--- config.mk ---
export PLATFORM = sky130hd
export DESIGN_NAME = cuhm_div
export DESIGN_NICKNAME = d
export VERILOG_FILES = /design/src/rtl/cuhm_pkg.sv /design/src/rtl/cuhm_div.sv
export SDC_FILE = /design/constraint.sdc
export NUM_CORES = 1
export LEC_CHECK = 0
export BUFFER_PORTS_ARGS = -buffer_cell sky130_fd_sc_hd__buf_2
export CAP_MARGIN = 10
export CORE_MARGIN = 1.5
export CORE_UTILIZATION = 60
export DETAILED_ROUTE_END_ITERATION = 6
export PLACE_DENSITY = 0.84
export SLEW_MARGIN = 20
export SYNTH_ARGS = -nofsm -noshare
export SYNTH_HDL_FRONTEND = slang
export SYNTH_SLANG_ARGS = --single-unit
--- constraint.sdc ---
create_clock -name i_clk -period 11.6 [get_ports i_clk]
set_input_delay 0.58 -clock i_clk [delete_from_list [all_inputs] [get_ports i_clk]]
set_output_delay 0.58 -clock i_clk [all_outputs]
set_load 0.03 [all_outputs]
--- src/rtl/cuhm_pkg.sv ---
// cuhm_pkg: shared constants, types and helpers of the processor utilization history monitor
// no dependencies; imported by the interfaces, the divider and the top level
`default_nettype none

package cuhm_pkg;

    // defaults for the top-level parameters
    localparam int unsigned MAX_CPUS_DEF      = 16;
    localparam int unsigned HISTORY_SLOTS_DEF = 900;

    // field widths fixed by the item format
    localparam int unsigned CNT_W    = 64;
    localparam int unsigned EVT_W    = 32;
    localparam int unsigned IDX_W    = 4;
    localparam int unsigned CFG_W    = 5;
    localparam int unsigned RES_W    = 32;
    localparam int unsigned SHARE_W  = 14;
    localparam int unsigned NUM_MET  = 5;
    localparam int unsigned HIST_W   = NUM_MET * SHARE_W;
    localparam int unsigned PREV_W   = 4 * CNT_W + EVT_W;
    localparam int unsigned NUM_W    = CNT_W + SHARE_W;
    localparam int unsigned QUO_W    = 24;
    localparam int unsigned DSH_W    = CNT_W + QUO_W - 1;
    localparam int unsigned STEP_W   = 5;
    localparam int unsigned WIN_W    = 10;
    localparam int unsigned ADDR_W   = 3;

    localparam logic [SHARE_W-1:0] FULL_SHARE = 14'd10000;

    // request kinds
    localparam logic REQ_SAMPLE = 1'b0;
    localparam logic REQ_QUERY  = 1'b1;

    // result status
    localparam logic STATUS_OK    = 1'b0;
    localparam logic STATUS_UNSUP = 1'b1;

    // metric selector codes, also the field order in a history word
    localparam logic [2:0] MET_BUSY   = 3'd0;
    localparam logic [2:0] MET_IDLE   = 3'd1;
    localparam logic [2:0] MET_IRQ    = 3'd2;
    localparam logic [2:0] MET_SYSTEM = 3'd3;
    localparam logic [2:0] MET_USER   = 3'd4;
    localparam logic [2:0] MET_EVENTS = 3'd5;

    // window selector codes
    localparam logic [1:0] WIN_ONE   = 2'd0;
    localparam logic [1:0] WIN_SIXTY = 2'd1;
    localparam logic [1:0] WIN_300   = 2'd2;
    localparam logic [1:0] WIN_900   = 2'd3;

    // register index, taken from paddr bit 2
    localparam logic REG_CPU_COUNT = 1'b0;

    typedef enum logic [3:0] {
        ST_CLEAR,
        ST_IDLE,
        ST_PREV,
        ST_ACCUM,
        ST_ROW_SETUP,
        ST_SHARE,
        ST_SHARE_WAIT,
        ST_ROW_WRITE,
        ST_Q_WALK,
        ST_Q_DWAIT,
        ST_Q_EVT,
        ST_Q_OUT
    } t_state;

    typedef enum logic [1:0] {
        DV_IDLE,
        DV_MUL,
        DV_DIV
    } t_div_state;

    typedef struct packed {
        logic start;
        logic scale;
    } t_div_req;

    typedef struct packed {
        logic busy;
        logic done;
    } t_div_stat;

    function automatic logic [WIN_W-1:0] window_len(input logic [1:0] sel);
        logic [WIN_W-1:0] len;
        unique case (sel)
            WIN_ONE:   len = 10'd1;
            WIN_SIXTY: len = 10'd60;
            WIN_300:   len = 10'd300;
            WIN_900:   len = 10'd900;
            default:   len = 10'd1;
        endcase
        return len;
    endfunction

    function automatic logic [CNT_W-1:0] sat_add(input logic [CNT_W-1:0] a,
                                                 input logic [CNT_W-1:0] b);
        logic [CNT_W:0] s;
        s = {1'b0, a} + {1'b0, b};
        return s[CNT_W] ? {CNT_W{1'b1}} : s[CNT_W-1:0];
    endfunction

endpackage

`default_nettype wire

--- src/rtl/cuhm_div.sv ---
// cuhm_div: iterative unsigned divider, optionally scaling the numerator by 10000 first
// depends on cuhm_pkg; one shift-add or restoring step per cycle
`default_nettype none

module cuhm_div (
    input  wire logic                        i_clk,
    input  wire logic                        i_rst_n,
    input  wire cuhm_pkg::t_div_req          i_req,
    input  wire logic [cuhm_pkg::CNT_W-1:0]  i_num,
    input  wire logic [cuhm_pkg::CNT_W-1:0]  i_den,
    output      cuhm_pkg::t_div_stat         o_stat,
    output      logic [cuhm_pkg::QUO_W-1:0]  o_quot
);
    import cuhm_pkg::*;

    t_div_state         r_state, n_state;
    logic [STEP_W-1:0]  r_step, n_step;
    logic [NUM_W-1:0]   r_acc, n_acc;
    logic [NUM_W-1:0]   r_mcand, n_mcand;
    logic [DSH_W-1:0]   r_dsh, n_dsh;
    logic [QUO_W-1:0]   r_quot, n_quot;
    logic               r_done, n_done;
    logic [DSH_W:0]     w_diff;
    logic               w_ge;

    // trial subtract of the shifted divisor
    assign w_diff = {1'b0, {(DSH_W-NUM_W){1'b0}}, r_acc} - {1'b0, r_dsh};
    assign w_ge   = !w_diff[DSH_W];

    always_ff @(posedge i_clk) begin
        if (!i_rst_n) begin
            r_state <= DV_IDLE;
            r_done  <= 1'b0;
        end else begin
            r_state <= n_state;
            r_done  <= n_done;
        end
        r_step  <= n_step;
        r_acc   <= n_acc;
        r_mcand <= n_mcand;
        r_dsh   <= n_dsh;
        r_quot  <= n_quot;
    end

    always_comb begin
        n_state = r_state;
        n_step  = r_step;
        n_acc   = r_acc;
        n_mcand = r_mcand;
        n_dsh   = r_dsh;
        n_quot  = r_quot;
        n_done  = 1'b0;
        unique case (r_state)
            DV_IDLE: begin
                if (i_req.start) begin
                    n_dsh  = {i_den, {(QUO_W-1){1'b0}}};
                    n_quot = '0;
                    if (i_req.scale) begin
                        n_acc   = '0;
                        n_mcand = {{SHARE_W{1'b0}}, i_num};
                        n_step  = '0;
                        n_state = DV_MUL;
                    end else begin
                        n_acc   = {{SHARE_W{1'b0}}, i_num};
                        n_step  = STEP_W'(QUO_W - 1);
                        n_state = DV_DIV;
                    end
                end
            end
            DV_MUL: begin
                // shift-add over the bits of the scale constant
                if (FULL_SHARE[r_step[3:0]]) begin
                    n_acc = r_acc + r_mcand;
                end
                n_mcand = r_mcand << 1;
                if (r_step == STEP_W'(SHARE_W - 1)) begin
                    n_step  = STEP_W'(QUO_W - 1);
                    n_state = DV_DIV;
                end else begin
                    n_step = r_step + 1'b1;
                end
            end
            DV_DIV: begin
                if (w_ge) begin
                    n_acc = w_diff[NUM_W-1:0];
                end
                n_quot = {r_quot[QUO_W-2:0], w_ge};
                n_dsh  = r_dsh >> 1;
                if (r_step == '0) begin
                    n_done  = 1'b1;
                    n_state = DV_IDLE;
                end else begin
                    n_step = r_step - 1'b1;
                end
            end
            default: n_state = DV_IDLE;
        endcase
    end

    assign o_stat.busy = (r_state != DV_IDLE);
    assign o_stat.done = r_done;
    assign o_quot      = r_quot;

endmodule

`default_nettype wire

[Yosys cells after proc, flatten, opt, wreduce, memory -nomap -nowiden]
Memories as Yosys holds them, arrays and structs flattened. A register that Yosys moved wholly into a read port is not among the register bits.
Cells that the tools add are included.
Word-level totals
  logic and storage cells: 61
  ROM bits: 16
  register bits after elaboration: 275
  memories: 1
  output and inout bits: 26
Memory list
  (name not given): words 16, bits a word 1, read ports 1, clocked after memory_dff 1, write ports 0, RTL line cuhm_div.sv:72  | if (FULL_SHARE[r_step[3:0]]) begin
Cells by class
  multiplexer cells: 25
  order comparisons: 1
  $add $sub $neg: 4
  reduce and logical (&&, ||, !) cells: 13
  eq/ne operators: 10
Operator list (count)
  two-way mux 78 bit: 5
  one-hot mux 78 bit (3 select lines): 1
  one-hot mux 87 bit (2 select lines): 1
  one-hot mux 78 bit (2 select lines): 1
  subtractor 78 x 87 -> 88 bit: 1
  two-way mux 87 bit: 1
  adder 78 bit: 1
  two-way mux 64 bit: 1
  one-hot mux 24 bit (2 select lines): 1
  two-way mux 24 bit: 1
  two-way mux 5 bit: 4
  one-hot mux 5 bit (3 select lines): 1
  != test 2 bit (second input constant): 7
  AND reduction 3 bit: 3
  two-way mux 2 bit: 4
  one-hot mux 2 bit (3 select lines): 1
  nonzero test 2 bit: 3
  adder 5 x 1 -> 5 bit (second input constant): 1
  == test 5 x 4 -> 1 bit (second input constant): 1
  logical NOT 5 bit: 1
  < comparator 4 x 5 -> 1 bit (second input constant): 1
  subtractor 5 x 1 -> 5 bit (second input constant): 1
  two-way mux 4 bit: 1
  AND reduction 2 bit: 2
  7 further kinds: 8

[Depth between registers and ports, before layout]
  word-level depth: 4
  gate-level depth with buffers: 14

[Worst setup path before layout]
OpenSTA, ideal clock, no wires.
  path kind: register -> register
  from: register r_state[0]
  to: register r_quot[0], in the netlist o_quot[0], enable pin
  period minus slack after synthesis: 9685 ps
  data arrival time: 8951 ps
  library setup time: 734 ps
  stages on the path, launching flop included: 7
  path slack: 1915 ps
  cells stage by stage: dfxtp_1 inv_1 ha_1 clkbuf_1 inv_1 buf_1 o21ai_0
Between the ends
  word-level cells in the longest chain between the ends: 3
  elaborated cells between the ends (all ways): 5
  classes of those cells: 2 x eq/ne; 3 x reduce/logical
Ends and longest elaborated chain
  start: declaration: RTL line cuhm_div.sv:16  | t_div_state r_state, n_state;
  start signal: assignment: RTL line cuhm_div.sv:35  | r_state <= n_state;
  == test 2 bit or logical NOT 2 bit (tied branches): RTL line cuhm_div.sv:53  | unique case (r_state)
  nonzero test 2 bit (no line) or != test 2 bit (tied branches)
  AND reduction 2 bit (no line) (*)
  end signal: assignment: RTL line cuhm_div.sv:42  | r_quot <= n_quot;
  end: declaration: RTL line cuhm_div.sv:21  | logic [QUO_W-1:0] r_quot, n_quot;
Mark *: on every way between the ends. The rest lies on a longest branch, timed or not.
A chain may end at the register's enable or synchronous reset.

[Worst setup path after layout]
  from: register r_dsh[1]
  to: register r_acc[28], enable pin
Between the ends
  word-level cells in the longest chain between the ends: 3
Ends and longest elaborated chain
  start: declaration: RTL line cuhm_div.sv:20  | logic [DSH_W-1:0] r_dsh, n_dsh;
  start signal: assignment: RTL line cuhm_div.sv:41  | r_dsh <= n_dsh;
  subtractor 78 x 87 -> 88 bit: RTL line cuhm_div.sv:27  | assign w_diff = {1'b0, {(DSH_W-NUM_W){1'b0}}, r_acc} - {1'b0, r_dsh};
  != test 2 bit (no line)
  AND reduction 4 bit (no line)
  end signal: assignment: RTL line cuhm_div.sv:39  | r_acc <= n_acc;
  end: declaration: RTL line cuhm_div.sv:18  | logic [NUM_W-1:0] r_acc, n_acc;
No other way between the ends.

==> metrics.cfg <==
[critical_path]
worstSetupStartpoint = r_dsh[1]
r2r-start = r_dsh[1]
start_kind = flop
path_class = reg -> reg
path_max_fanout = 62
critPathRequiredTime_ps = 11800
cp-end-kind = flop
cp.arrival_ps = 5300

[timing]
final.period_utilization_pct = 43.94
setup_violations = 0
tns_ps = 0
post-route-min-period_ps = 5097
slew_headroom_pct = 24.78
rsz0062_at_grt = no
skew_ps = 26.80
finalMaxSlewViolations = 0
worst_pin_slew_ps = 1128
clock.fmax_ghz = 0.1962
final_hold_viol_count = 0

[synthesis]
async_reset_ff_share_pct = 0
synth-main-ff-cell = edfxtp_1
syn_area_per_cell_um2 = 9.577
synth_nets = 2563
synth_area_mm2 = 0.02170
synth_top_cell_by_area = edfxtp_1
synth_cell_types = 98
synth-warning-count = 0
synth_edf_count = 272
netlist.area_leader.share_pct = 37.64
syn_inst = 2266
ys_seq_area_share_pct = 38.01
ys_ff_latch = 276
synth_area_leaders = edfxtp_1, ha_1, mux2_2

[global_routing]
grt_overflow = 0
grt_pass1_wl_mm = 97.59
grt_max_degree = 76
grt_antenna_before_repair = 0
grt_util_all_layers_pct = 33.73
grt_pass1_vias = 17970

[layout]
layout.nets = 2644
fill_cells = 2885
final_common_cell = edfxtp_1
antenna_cells = 0
area_growth_syn_to_layout_pct = 9.346
layout-drive-gt1-share_pct = 16.70
final_cell_mix = edfxtp_1, a21oi_1, nand2_1, ha_1, buf_2

[route]
route.detailed.drc = 0
routed_wl_mm = 64.11
antenna_left = 0
wl_per_cell_um = 22.64
vias = 18530
drtPass1Iterations = 5
avgViaCountPerCell = 6.544
drtIter0Drc = 1666

[clocking]
clk_pin_slew_ps = 60
post_cts_resized = 0
clk_path_buf_depth = 3
cts_buffers = 31
cts_root_buffer = clkbuf_16
cts_htree_levels = 1
cts_sinks = 276
cts_hold_buffers = 0
cts_tree = yes
post-cts-setup-buffers = 0
clock_latency_ps = 590

[die]
fp.dieW_um = 193.2
die_y_um = 193.2
coreArea_mm2 = 0.03557
rows = 69
dieArea_mm2 = 0.03732
ioPinCount = 158
initial_core_util_pct = 61.01

[place]
numPortBuffers = 157
dp_hpwl_mm = 47.90
place_congestion = 0.9898

[outcome]
status = finished, final reports clean

[hold_path]
hp-start = i_rst_n
hp-class = in -> reg

[run]
cap_violations = 0

==> sequential cells by signal, indices dropped and copies added (netlist names), named ones only <==
register / flops
r_dsh: 87
r_state: 2
r_done: 1
r_step: 5
r_acc: 78
o_quot: 24
r_mcand: 78
==> Yosys cell counts, types with 19 or more instances <==
library cell / instances
nor2_1: 138
a22oi_1: 24
nand4_1: 52
a22o_1: 29
nand3_1: 43
a21o_1: 102
edfxtp_1: 272
clkbuf_1: 88
a31oi_1: 29
buf_2: 22
inv_1: 128
nor2b_1: 19
o22ai_1: 34
xnor2_1: 75
a21oi_1: 197
o21ai_0: 117
mux2_2: 126
xor2_1: 75
o21bai_1: 36
nor3_1: 24
nand2_1: 164
and2_1: 47
ha_1: 163
==> metal layers <==
layer	global-route usage (%)	wire length, µm	vias up
li1	-	-	8652
met1	44.66	27050	8872
met2	55.40	29510	862
met3	5.683	5207	148
met4	12.60	2336	0
met5	0	0	-
==> cell type report <==
cell class | count | area (µm²) | area share (%)
clock inverter | 23 | 205.2 | 0.8647
clock buffer | 34 | 787.0 | 3.316
timing repair buffer | 171 | 890.9 | 3.754
multi-input combinational | 1739 | 12540 | 52.85
inverter | 128 | 480.5 | 2.025
tap | 461 | 576.8 | 2.431
sequential | 276 | 8248 | 34.76
==> worst max-delay path, stage by stage, from the launching register on <==
cell       delay, ps
edfxtp_1         380
inv_1             80
ha_1             270
nor2b_1          180
o2111ai_1        230
a211oi_1         410
a22o_2           280
o41ai_2          140
a21oi_2          400
o21ai_2          150
o211ai_2         340
a31oi_4          150
nand2b_4         190
a31oi_4          600
buf_4            900
==> cell families (layout without fill, tap and decap cells) <==
family | count (synthesis) | after routing | share of synthesized area [%]
xor gates and xnor gates | 150 | 150 | 6.054
AOI/OAI and AO/OA | 733 | 733 | 22.54
buffers and inverters | 251 | 356 | 4.537
adders and majority gates | 165 | 165 | 9.582
muxes | 128 | 128 | 6.630
DFF | 276 | 276 | 38.01
and+or+nand+nor | 563 | 563 | 12.65
==> through the flow <==
step	instances	instance area (µm²)	setup slack, ps	util, %	hold WS [ps]
floorplan	2266	21700	1915	-	488.8
global placement	2775	22740	6716	63.93	540.8
detailed placement	2775	22740	6632	63.93	544.0
CTS	2832	23730	6550	66.72	259.9
global route	2832	23730	6331	66.72	274.7
finish	2832	23730	6504	66.72	282.8
==> worst paths after layout <==
| kind | endpoint | slack, ps | depth (start not counted) |
|---|---|---|---|
| max | r_acc[28] | 6500 | 14 |
| max reg2reg | r_acc[28] | 6500 | 14 |
| min | r_state[1] | 280 | 2 |
| min reg2reg | o_quot[16] | 550 | 1 |
Power is left out: the tool's default activity adds up to more than one toggle a clock period on the data nets, which glitch-free logic cannot reach.
